[config.mk]
export PLATFORM = sky130hd
export DESIGN_NAME = relative10_word_decoder_flat
export DESIGN_NICKNAME = d
export VERILOG_FILES = /design/src/hw/rtl/rwd_pkg.sv /design/src/hw/rtl/rwd_req_if.sv /design/src/hw/rtl/rwd_rsp_if.sv /design/src/hw/rtl/rwd_controller.sv /design/src/hw/rtl/rwd_datapath.sv /design/src/hw/rtl/relative10_word_decoder.sv /design/src/flat_wrapper.sv
export SDC_FILE = /design/constraint.sdc
export NUM_CORES = 1
export LEC_CHECK = 0
export BUFFER_PORTS_ARGS = -buffer_cell sky130_fd_sc_hd__buf_2
export CAP_MARGIN = 0
export CORE_UTILIZATION = 44
export DETAILED_ROUTE_END_ITERATION = 16
export PLACE_DENSITY_LB_ADDON = 0.08
export REMOVE_ABC_BUFFERS = 1
export SYNTH_ARGS = -nofsm -noshare
export SYNTH_HDL_FRONTEND = slang
export SYNTH_SLANG_ARGS = --single-unit
export TNS_END_PERCENT = 10
[constraint.sdc]
create_clock -name clock -period 15.3 [get_ports clock]
set_clock_uncertainty 0.1 [all_clocks]
set_input_delay 3.06 -clock clock [delete_from_list [all_inputs] [get_ports clock]]
set_output_delay 3.06 -clock clock [all_outputs]
set_load 0.01 [all_outputs]
[src/hw/rtl/rwd_pkg.sv]
`timescale 1ns / 1ps

package rwd_pkg;

   localparam int WordWidth  = 32;
   localparam int ValueWidth = 30;
   localparam int RowWidth   = 4;
   localparam int FieldWidth = 5;

   typedef logic [WordWidth-1:0]  word_type;
   typedef logic [ValueWidth-1:0] value_type;
   typedef logic [RowWidth-1:0]   row_type;
   typedef logic [FieldWidth-1:0] field_type;

   localparam row_type S9LastRow  = 4'd8;
   localparam row_type R10LastRow = 4'd9;
   localparam field_type FullWidth = 5'd30;
   localparam value_type ValueMask = 30'h3FFF_FFFF;

   typedef struct packed {
      logic load;
      logic advance;
   } cmd_type;

   typedef struct packed {
      logic word_done;
      logic list_done;
   } status_type;

   function automatic field_type s9_count(input row_type row);
      field_type r;
      case (row)
         4'd0:    r = 5'd28;
         4'd1:    r = 5'd14;
         4'd2:    r = 5'd9;
         4'd3:    r = 5'd7;
         4'd4:    r = 5'd5;
         4'd5:    r = 5'd4;
         4'd6:    r = 5'd3;
         4'd7:    r = 5'd2;
         default: r = 5'd1;
      endcase
      return r;
   endfunction

   function automatic field_type s9_bits(input row_type row);
      field_type r;
      case (row)
         4'd0:    r = 5'd1;
         4'd1:    r = 5'd2;
         4'd2:    r = 5'd3;
         4'd3:    r = 5'd4;
         4'd4:    r = 5'd5;
         4'd5:    r = 5'd7;
         4'd6:    r = 5'd9;
         4'd7:    r = 5'd14;
         default: r = 5'd28;
      endcase
      return r;
   endfunction

   function automatic field_type r10_count(input row_type row);
      field_type r;
      case (row)
         4'd0:    r = 5'd30;
         4'd1:    r = 5'd15;
         4'd2:    r = 5'd10;
         4'd3:    r = 5'd7;
         4'd4:    r = 5'd6;
         4'd5:    r = 5'd5;
         4'd6:    r = 5'd4;
         4'd7:    r = 5'd3;
         4'd8:    r = 5'd2;
         default: r = 5'd1;
      endcase
      return r;
   endfunction

   function automatic field_type r10_bits(input row_type row);
      field_type r;
      case (row)
         4'd0:    r = 5'd1;
         4'd1:    r = 5'd2;
         4'd2:    r = 5'd3;
         4'd3:    r = 5'd4;
         4'd4:    r = 5'd5;
         4'd5:    r = 5'd6;
         4'd6:    r = 5'd7;
         4'd7:    r = 5'd10;
         4'd8:    r = 5'd15;
         default: r = 5'd30;
      endcase
      return r;
   endfunction

   // Next row from the previous row and the two selector bits of the word.
   function automatic row_type r10_next(input row_type prev, input logic [1:0] sel);
      row_type r;
      if (sel == 2'd3) begin
         r = R10LastRow;
      end else begin
         case (prev)
            4'd0, 4'd1: r = row_type'(sel);
            4'd7, 4'd8, 4'd9: r = 4'd6 + row_type'(sel);
            default: r = prev - 4'd1 + row_type'(sel);
         endcase
      end
      return r;
   endfunction

endpackage

[src/hw/rtl/rwd_req_if.sv]
`timescale 1ns / 1ps

interface rwd_req_if;
   logic               valid;
   logic               ready;
   rwd_pkg::word_type  code_word;

   modport source (output valid, output code_word, input ready);
   modport sink (input valid, input code_word, output ready);
endinterface

[src/hw/rtl/rwd_rsp_if.sv]
`timescale 1ns / 1ps

interface rwd_rsp_if;
   logic               valid;
   logic               ready;
   rwd_pkg::value_type value;
   logic               list_end;
   logic               word_end;

   modport source (output valid, output value, output list_end, output word_end,
                   input ready);
   modport sink (input valid, input value, input list_end, input word_end,
                 output ready);
endinterface

[src/hw/rtl/rwd_controller.sv]
`timescale 1ns / 1ps

module rwd_controller (
   input  logic                 clock,
   input  logic                 reset,
   input  logic                 req_valid,
   output logic                 req_ready,
   output logic                 rsp_valid,
   input  logic                 rsp_ready,
   input  rwd_pkg::status_type  status,
   output rwd_pkg::cmd_type     cmd
);
   import rwd_pkg::*;

   localparam logic StIdle = 1'b0;
   localparam logic StEmit = 1'b1;

   logic state_ff;
   logic state_in;

   assign req_ready   = (state_ff == StIdle);
   assign rsp_valid   = (state_ff == StEmit);
   assign cmd.load    = req_valid && req_ready;
   assign cmd.advance = rsp_valid && rsp_ready;

   always_comb begin
      state_in = state_ff;
      case (state_ff)
         StIdle: begin
            if (cmd.load) state_in = StEmit;
         end
         StEmit: begin
            if (cmd.advance && status.word_done) state_in = StIdle;
         end
         default: state_in = StIdle;
      endcase
   end

   always_ff @(posedge clock) begin
      if (reset) begin
         state_ff <= StIdle;
      end else begin
         state_ff <= state_in;
      end
   end

`ifndef NO_ASSERTIONS
   assert property (@(posedge clock) disable iff (reset)
      cmd.load |=> rsp_valid)
      else $error("decoded word produced no item");
   assert property (@(posedge clock) disable iff (reset)
      rsp_valid && status.list_done |-> status.word_done)
      else $error("list ended before the end of its word");
   assert property (@(posedge clock) disable iff (reset)
      cmd.advance && !status.word_done |=> rsp_valid)
      else $error("word left before all its fields were sent");
`endif
endmodule

[src/hw/rtl/rwd_datapath.sv]
`timescale 1ns / 1ps

module rwd_datapath (
   input  logic                 clock,
   input  logic                 reset,
   input  rwd_pkg::cmd_type     cmd,
   output rwd_pkg::status_type  status,
   input  rwd_pkg::word_type    code_word,
   input  logic                 csr_write_enable,
   input  rwd_pkg::word_type    csr_write_data,
   output rwd_pkg::value_type   value,
   output logic                 list_end,
   output logic                 word_end
);
   import rwd_pkg::*;

   word_type  list_length_ff, list_length_in;
   row_type   current_row_ff, current_row_in;
   word_type  remaining_ff, remaining_in;
   logic      expect_header_ff, expect_header_in;
   value_type payload_ff, payload_in;
   field_type bits_ff, bits_in;
   field_type word_left_ff, word_left_in;

   logic      is_header;
   row_type   s9_row;
   row_type   prev_row;
   row_type   row;
   field_type count;
   field_type width;
   word_type  owed;
   value_type mask;

   assign is_header = expect_header_ff || (remaining_ff == '0);
   assign s9_row    = (code_word[31:28] > S9LastRow) ? S9LastRow : code_word[31:28];
   assign prev_row  = (current_row_ff > R10LastRow) ? R10LastRow : current_row_ff;
   assign row       = is_header ? s9_row : r10_next(prev_row, code_word[31:30]);
   assign count     = is_header ? s9_count(row) : r10_count(row);
   assign width     = is_header ? s9_bits(row) : r10_bits(row);
   assign owed      = is_header ? ((list_length_ff == '0) ? 32'd1 : list_length_ff)
                                : remaining_ff;

   // Field mask built from the all-ones word, so a full-width field needs no wrap.
   assign mask     = ValueMask >> (FullWidth - bits_ff);
   assign value    = payload_ff & mask;
   assign list_end = (remaining_ff == 32'd1);
   assign word_end = (word_left_ff == 5'd1);

   assign status.word_done = word_end;
   assign status.list_done = list_end;

   always_comb begin
      list_length_in   = csr_write_enable ? csr_write_data : list_length_ff;
      current_row_in   = current_row_ff;
      remaining_in     = remaining_ff;
      expect_header_in = expect_header_ff;
      payload_in       = payload_ff;
      bits_in          = bits_ff;
      word_left_in     = word_left_ff;
      if (cmd.load) begin
         current_row_in   = row;
         remaining_in     = owed;
         expect_header_in = 1'b0;
         payload_in       = is_header ? {2'b00, code_word[27:0]} : code_word[29:0];
         bits_in          = width;
         word_left_in     = ({27'd0, count} > owed) ? owed[4:0] : count;
      end else if (cmd.advance) begin
         payload_in   = payload_ff >> bits_ff;
         remaining_in = remaining_ff - 32'd1;
         word_left_in = word_left_ff - 5'd1;
         if (remaining_ff == 32'd1) expect_header_in = 1'b1;
      end
   end

   always_ff @(posedge clock) begin
      if (reset) begin
         list_length_ff   <= 32'd1;
         current_row_ff   <= '0;
         remaining_ff     <= '0;
         expect_header_ff <= 1'b1;
         word_left_ff     <= '0;
      end else begin
         list_length_ff   <= list_length_in;
         current_row_ff   <= current_row_in;
         remaining_ff     <= remaining_in;
         expect_header_ff <= expect_header_in;
         word_left_ff     <= word_left_in;
      end
   end

   always_ff @(posedge clock) begin
      payload_ff <= payload_in;
      bits_ff    <= bits_in;
   end

`ifndef NO_ASSERTIONS
   assert property (@(posedge clock) disable iff (reset)
      cmd.load |=> (word_left_ff != '0) && (word_left_ff <= FullWidth))
      else $error("field count of a word out of range");
   assert property (@(posedge clock) disable iff (reset)
      cmd.load |=> (remaining_ff != '0) && !expect_header_ff)
      else $error("word decoded with nothing owed");
   assert property (@(posedge clock) disable iff (reset)
      cmd.advance && (remaining_ff == 32'd1) |=> expect_header_ff)
      else $error("list ended without arming a new header");
   assert property (@(posedge clock) disable iff (reset)
      !(cmd.load && cmd.advance))
      else $error("load and advance in the same cycle");
`endif
endmodule

[src/hw/rtl/relative10_word_decoder.sv]
`timescale 1ns / 1ps

// Decodes one posting list of 32-bit compressed words: the first word of a list is a
// Simple-9 header and every later word is Relative-10, with the row chosen from the
// previous row and the top two bits. Fields leave from the low end of the word, one item
// per cycle while the receiver is ready, flagged at the last field of each word and at
// the last integer of the list, after which the next word starts a new list. A word yields
// n fields (1 to 30), set by the single field extractor, which shifts the held word by
// one field per delivered item, and ready is high only between words. list_length is
// sampled when a header word is taken; zero counts as one.
module relative10_word_decoder (
   input  logic               clock,
   input  logic               reset,
   rwd_req_if.sink            req_ch,
   rwd_rsp_if.source          rsp_ch,
   input  logic               csr_write_enable,
   input  rwd_pkg::word_type  csr_write_data
);
   import rwd_pkg::*;

   cmd_type    cmd;
   status_type status;

   rwd_controller u_controller (
      .clock     (clock),
      .reset     (reset),
      .req_valid (req_ch.valid),
      .req_ready (req_ch.ready),
      .rsp_valid (rsp_ch.valid),
      .rsp_ready (rsp_ch.ready),
      .status    (status),
      .cmd       (cmd)
   );

   rwd_datapath u_datapath (
      .clock            (clock),
      .reset            (reset),
      .cmd              (cmd),
      .status           (status),
      .code_word        (req_ch.code_word),
      .csr_write_enable (csr_write_enable),
      .csr_write_data   (csr_write_data),
      .value            (rsp_ch.value),
      .list_end         (rsp_ch.list_end),
      .word_end         (rsp_ch.word_end)
   );
endmodule

[src/flat_wrapper.sv]
// flat-port wrapper written by rule: the top's interface ports become plain ports
module relative10_word_decoder_flat import rwd_pkg::*;
  (clock, reset, csr_write_enable, csr_write_data, req_ch_valid, req_ch_code_word, req_ch_ready, rsp_ch_valid, rsp_ch_value, rsp_ch_list_end, rsp_ch_word_end, rsp_ch_ready);
  rwd_req_if req_ch_i ();
  rwd_rsp_if rsp_ch_i ();
  input  logic clock;
  input  logic reset;
  input  logic csr_write_enable;
  input  rwd_pkg::word_type csr_write_data;
  input wire logic [$bits(req_ch_i.valid)-1:0] req_ch_valid;
  input wire logic [$bits(req_ch_i.code_word)-1:0] req_ch_code_word;
  output wire logic [$bits(req_ch_i.ready)-1:0] req_ch_ready;
  output wire logic [$bits(rsp_ch_i.valid)-1:0] rsp_ch_valid;
  output wire logic [$bits(rsp_ch_i.value)-1:0] rsp_ch_value;
  output wire logic [$bits(rsp_ch_i.list_end)-1:0] rsp_ch_list_end;
  output wire logic [$bits(rsp_ch_i.word_end)-1:0] rsp_ch_word_end;
  input wire logic [$bits(rsp_ch_i.ready)-1:0] rsp_ch_ready;
  assign req_ch_i.valid = req_ch_valid;
  assign req_ch_i.code_word = req_ch_code_word;
  assign req_ch_ready = req_ch_i.ready;
  assign rsp_ch_valid = rsp_ch_i.valid;
  assign rsp_ch_value = rsp_ch_i.value;
  assign rsp_ch_list_end = rsp_ch_i.list_end;
  assign rsp_ch_word_end = rsp_ch_i.word_end;
  assign rsp_ch_i.ready = rsp_ch_ready;
  relative10_word_decoder u_core (.clock(clock), .reset(reset), .req_ch(req_ch_i), .rsp_ch(rsp_ch_i), .csr_write_enable(csr_write_enable), .csr_write_data(csr_write_data));
endmodule
Yosys cells after proc, flatten, opt, wreduce, memory -nomap -nowiden. Memories as Yosys holds them, arrays and structs flattened. Index checks and enable logic that the tools add are counted.

Flip-flop bits (word level): 110. Output and inout bits: 34. Bits of input ports: 69. Memories: 4. Bits in latches: 0. Memory bits (read-only): 232. Word-level logic and storage cells: 69. Bits in writable memories: 0.

Memory list: (name not given) (words 16, width 5, rd ports 1, clocked after memory_dff 0, wr ports 0, RTL line rwd_pkg.sv:81) `case (row)`; (name not given) (words 16, width 5, rd ports 1, clocked after memory_dff 0, wr ports 0, RTL line rwd_pkg.sv:64) `case (row)`; (name not given) (words 8, width 5, rd ports 1, clocked after memory_dff 0, wr ports 0, RTL line rwd_pkg.sv:32) `case (row)`; (name not given) (words 8, width 4, rd ports 1, clocked after memory_dff 0, wr ports 0, RTL line rwd_pkg.sv:48) `case (row)`.

Reductions and logical operators: 12. Muxes and demuxes: 25. Multiply operators: 0. Shifts and indexed selects: 2. Div/mod/pow operators: 0. Magnitude comparators: 3. Add/sub/neg operators: 6. Eq/ne operators: 7. Bitwise gates (word level): 2.

Operators by type and width (count): $mux W32 (4); $mux W30 (3); $logic_not A32 Y1 (2); $mux W5 (7); $eq A32 B1 Y1 const B (1); $gt A5 B32 Y1 (1); $sub A32 B1 Y32 const B (1); $and A30 B30 Y30 (1); $shr A30 B5 Y30 (1); $shr A30 B5 Y30 const A (1); $mux W4 (4); $eq A4 B4 Y1 const B (2); $gt A4 B4 Y1 const B (2); $pmux W4 S2 (1); $eq A5 B1 Y1 const B (1); $mux W1 (5); $sub A5 B1 Y5 const B (1); $sub A5 B5 Y5 const A (1); $add A3 B2 Y4 const A (1); $add A4 B2 Y4 (1); $eq A4 B1 Y1 const B (1); $eq A4 B3 Y1 const B (1); $logic_not A4 Y1 (1); $reduce_bool A2 Y1 (2); other kinds (9) (11).

Logic depth before layout (Yosys ltp). An unclocked memory read counts as a cell.

Depth after elaboration: 13. Depth in mapped cells: 22. Gate-level depth less buffers: 21.

Modules after synthesis. Synthesis repeated with hierarchy kept, for this count alone.

Cells, all modules: 864. Area, all modules: 7689.9 µm².

By module, submodules not included: rwd_datapath (seq. area each 2532.4 µm², cells an instance 858, area each 7632.3 µm², instances 1); rwd_controller (seq. area each 20.0 µm², cells an instance 6, area each 57.6 µm², instances 1).

Worst setup path before layout. No wires, ideal clock.

Path kind: in2reg. From: in req_ch_code_word[31]. To: reg u_core.u_datapath.word_left_ff[4]. Path buffers: 2. Stages: 21. Library setup time: 0.079 ns. Data required time: 15.121 ns. Path slack: 8.044 ns. Arrival time: 7.077 ns. Cells stage by stage: clkbuf_1 -> inv_1 -> ha_1 -> inv_1 -> ha_1 -> fa_1 -> nor2b_1 -> a211oi_1 -> o31ai_1 -> or2_2 -> clkbuf_1 -> a21boi_2 -> nor2b_1 -> ha_1 -> and3_1 -> a31oi_1 -> o31ai_1 -> nor4_1 -> nor2_1 -> or4_1 -> o211ai_1.

Cells in the longest elaborated chain, start to end: 10. Elaborated cells on any way between the ends: 15. Those cells by class: add/sub (2); order compare (2); eq/ne (1); mux (8); memory (2).

RTL lines: from (decl) (RTL line flat_wrapper.sv:11) `input wire logic [$bits(req_ch_i.code_word)-1:0] req_ch_code_word;`; $add A4 B2 Y4 or $add A3 B2 Y4 (tied branches) (RTL line rwd_pkg.sv:105, rwd_pkg.sv:104); $pmux W4 S2 (RTL line rwd_pkg.sv:102) `case (prev)`; $mux W4 (RTL line rwd_pkg.sv:99) `if (sel == 2'd3) begin`; $mux W4 * (RTL line rwd_datapath.sv:37) `assign row = is_header ? s9_row : r10_next(prev_row, code_word[31:30]);`; $mem_v2 Z8 W5; $mux W5 (RTL line rwd_pkg.sv:32); $mux W5 * (RTL line rwd_datapath.sv:38) `assign count = is_header ? s9_count(row) : r10_count(row);`; $gt A5 B32 Y1 (RTL line rwd_datapath.sv:66) `word_left_in = ({27'd0, count} > owed) ? owed[4:0] : count;`; $mux W5 * (RTL line rwd_datapath.sv:66); $mux W5 * (RTL line rwd_datapath.sv:60) `if (cmd.load) begin`; to (signal assigned) (RTL line rwd_datapath.sv:87) `word_left_ff <= word_left_in;`; to (decl) (RTL line rwd_datapath.sv:23) `field_type word_left_ff, word_left_in;`.

Every way passes the cells marked *; elsewhere a longest branch is shown, timed or not. A chain may end at the register's enable or synchronous reset.

Worst setup path in the final report.
From: in req_ch_code_word[31]. To: reg u_core.u_datapath.word_left_ff[1].

Same word-level chain as after synthesis.

==> impl_metrics.py <==
metrics = {
    "outcome": {
        "status": "completed",
    },
    "final_layout": {
        "fin_nets": 1069,
        "drive_gt1_share_pct": 18.4,
        "area_growth_pct": 12.0,
        "nFillCells": 1739,
        "final_common_cell": "nand2_1",
        "diodes": 0,
        "final_cell_mix": "nand2_1 (111), nor2_1 (104), buf_2 (102)",
    },
    "cts": {
        "cts_hold_buffers": 0,
        "postCtsSetupRepairBufs": 0,
        "cts_root_buf": "clkbuf_16",
        "htreeDepth": 3,
        "numCtsBuffers": 9,
        "cts.reportedPaths.clkPinSlew_ns": 0.07,
        "cts_tree": "yes",
        "cts.sinks": 110,
        "cts_resized": 0,
        "clk-insertion-delay-late_ns": 0.36,
        "cts-root-to-sink-buffers": 2,
    },
    "yosys": {
        "synth_edf_count": 35,
        "ys_warn_count": 0,
        "ys_types": 71,
        "synth_area_sq_um": 7750,
        "synth-async-reset-ratio_pct": 0,
        "synth_top_family_by_area": "simple AND/OR/NAND/NOR gates",
        "synth-simple-area-share_pct": 21.5,
        "synth-main-ff-cell": "dfxtp_1",
        "yosysSeqAreaShare_pct": 32.9,
        "netlist_instances": 921,
        "synth_xor_xnor_area_share_pct": 1.47,
        "ys_seq_elements": 110,
        "synth_compound_area_share_pct": 19.5,
        "synthAdderAreaFrac_pct": 3.65,
        "muxShareOfSynthArea_pct": 15.9,
        "synth.avg_cell_area_sq_um": 8.42,
    },
    "power_and_ir_drop": {
        "peakVddDrop_v": 0.0000606,
        "pwr_density_cell_nw_per_um2": 111,
        "leakage_nw": 3.63,
    },
    "die": {
        "die_width_microns": 135,
        "dieArea_sq_um": 18200,
        "start_util_pct": 45.0,
        "io_pins": 103,
        "die_h_microns": 135,
        "core_area_sq_um": 17200,
        "num_rows": 48,
    },
    "flow_run": {
        "cap_violations": 0,
    },
    "sta": {
        "finalCritPeriodShare_pct": 48.2,
        "finalHoldViolations": 0,
        "fin_ws_ns": 7.92,
        "fmax_ghz": 0.135,
        "final_max_slew_viol_count": 0,
        "tns_ns": 0,
        "min_period_ns": 7.38,
        "rsz0062_at_grt": "false",
        "worst_slew_pin_slew_ns": 0.949,
        "max_slew_margin_pct": 36.7,
        "setup_viol": 0,
    },
    "worst_setup_path": {
        "required_ns": 15.46,
        "critPathMaxStageDelay_ns": 0.65,
        "cp_top_family": "compound AO/OA/AOI/OAI gates",
        "rr_startpoint": "u_core.u_datapath.remaining_ff[20]",
        "reg2regPathDepth": 16,
        "critical_path.startpoint_type": "input port",
        "crit_chain": "buf_2 > inv_1 > ha_1 > inv_1 > ha_1 > fa_1 > nor2b_1 > a211oi_1 > o31ai_1 > or2_2 > a21o_1 > a22oi_1 > ha_1 > o21ai_0 > a21oi_1 > o31ai_1 > nor4_1 > nor2_1 > o2111ai_1 > and3_1",
        "path_max_fanout": 11,
        "path_buf_inv": 3,
        "path_common_cell": "ha_1",
        "worst_ep_arrival_time_ns": 7.54,
        "r2r_slack_ns": 9.94,
        "critical_path_class": "input port to flop",
        "critPathSlowestCell": "o31ai_1",
        "r2r-end": "u_core.u_datapath.word_left_ff[1]",
        "cp-end-kind": "flop",
    },
    "global_route": {
        "overflow": 0,
        "grt_pass1_wl_mm": 35.8,
        "grt_max_degree": 78,
        "antenna_found_initial": 0,
        "grt_pass1_vias": 6573,
        "track_usage_pct": 25.5,
    },
    "route": {
        "firstDrtPassIters": 5,
        "routed_via_density": 5.86,
        "drt-initial-drc-count": 597,
        "drc": 0,
        "antenna_left": 0,
        "wire_per_inst_microns": 18.8,
        "vias": 7074,
        "routed_wl_mm": 22.7,
    },
    "hold_path": {
        "min_path_type": "flop to flop",
        "hold_path_end": "u_core.u_datapath.remaining_ff[8]",
        "hold_depth": 2,
        "hp-start": "u_core.u_datapath.list_length_ff[8]",
    },
    "placed_design": {
        "gp_congestion": 0.974,
        "portBuffers": 102,
        "place_ws_ns": 7.66,
        "dpl.hpwl_mm": 16.0,
    },
}
-- registers in the layout, indices dropped and copies added, names as in the netlist --
name and flops:
u_core.u_datapath.word_left_ff 5, u_core.u_datapath.bits_ff 5, u_core.u_datapath.expect_header_ff 1, u_core.u_datapath.list_length_ff 32, u_core.u_datapath.remaining_ff 32, u_core.u_datapath.payload_ff 30, u_core.u_controller.rsp_valid 1, u_core.u_datapath.current_row_ff 4
-- worst max path at each step --
stage | start | end | depth (start not counted)
floorplan | req_ch_code_word[31] | u_core.u_datapath.word_left_ff[4] | 18
global placement | req_ch_code_word[31] | u_core.u_datapath.word_left_ff[1] | 20
detailed placement | req_ch_code_word[31] | u_core.u_datapath.word_left_ff[1] | 20
CTS | req_ch_code_word[31] | u_core.u_datapath.word_left_ff[1] | 20
global route | req_ch_code_word[31] | u_core.u_datapath.word_left_ff[1] | 20
finish | req_ch_code_word[31] | u_core.u_datapath.word_left_ff[1] | 20
-- area by class of cell --
class	count	area [sq um]	area share, %
clock buffer	11	264	3.04
clock inverter	4	50.0	0.576
inverter	29	109	1.25
multi-input combinational	714	4820	55.6
sequential	110	2550	29.4
tap	225	282	3.24
timing repair buffer	114	601	6.92
-- cells in the mapped netlist (5+ instances only) --
| master | instances | share of area, % |
|---|---|---|
| o211ai_1 | 10 | 0.97 |
| o21ai_0 | 52 | 3.4 |
| nand2b_1 | 8 | 0.65 |
| mux4_2 | 20 | 5.8 |
| o31ai_1 | 5 | 0.48 |
| mux2i_1 | 65 | 8.4 |
| o21a_1 | 10 | 0.97 |
| edfxtp_1 | 35 | 14 |
| xnor2_1 | 5 | 0.56 |
| nor4_1 | 20 | 1.6 |
| buf_2 | 8 | 0.52 |
| and3_1 | 9 | 0.73 |
| and2_1 | 15 | 1.2 |
| nand2_1 | 111 | 5.4 |
| dfxtp_1 | 75 | 19 |
| a21oi_1 | 74 | 4.8 |
| nor3_1 | 18 | 1.2 |
| o221ai_1 | 6 | 0.68 |
| inv_1 | 27 | 1.3 |
| nand3_1 | 14 | 0.90 |
| nor2_1 | 104 | 5.0 |
| a31oi_1 | 9 | 0.73 |
| a221oi_1 | 10 | 1.1 |
| mux2_2 | 12 | 1.7 |
| a211oi_1 | 16 | 1.5 |
| nor2b_1 | 14 | 1.1 |
| xor2_1 | 8 | 0.90 |
| or4_1 | 5 | 0.48 |
| ha_1 | 21 | 3.4 |
| a22o_1 | 8 | 0.90 |
| clkbuf_1 | 47 | 2.3 |
| buf_1 | 11 | 0.53 |
-- stage by stage --
stage	total power [W]	util, %	cells	instance area (sq um)	hold slack, ns
final	0.000961	50.4	1207	8680	0.380
after global routing	0.00102	50.4	1207	8680	0.404
after CTS	0.000966	50.4	1207	8680	0.381
after detailed placement	0.000713	48.5	1192	8370	0.370
after global placement	0.000712	48.5	1192	8370	0.366
after floorplan	0.000599	-	853	7480	0.338
-- kinds of logic after synthesis --
logic type,after synthesis
compound gates,234
xor+xnor,13
fa+ha+maj,22
buf+inv,97
flops,110
mux,97
simple gates,348
-- routing by layer --
metal | vias up | share of wire (%) | GRT usage [%]
li1 | 3493 | - | -
met1 | 3322 | 43 | 32.2
met2 | 218 | 49 | 43.6
met3 | 41 | 5.0 | 3.98
met4 | 0 | 3.0 | 9.80
met5 | - | 0 | 0
-- power by group --
part	total, W	internal (W)	switching, W
clock network	0.000252	0.000141	0.000110
logic	0.000339	0.000140	0.000199
registers	0.000370	0.000334	0.0000364
-- worst min-delay path: stages (launching register included) --
cell     delay, ns
dfxtp_1       0.33
nand2_1       0.06
a21oi_1       0.05
No activity file was read; power rests on OpenSTA's default activity.
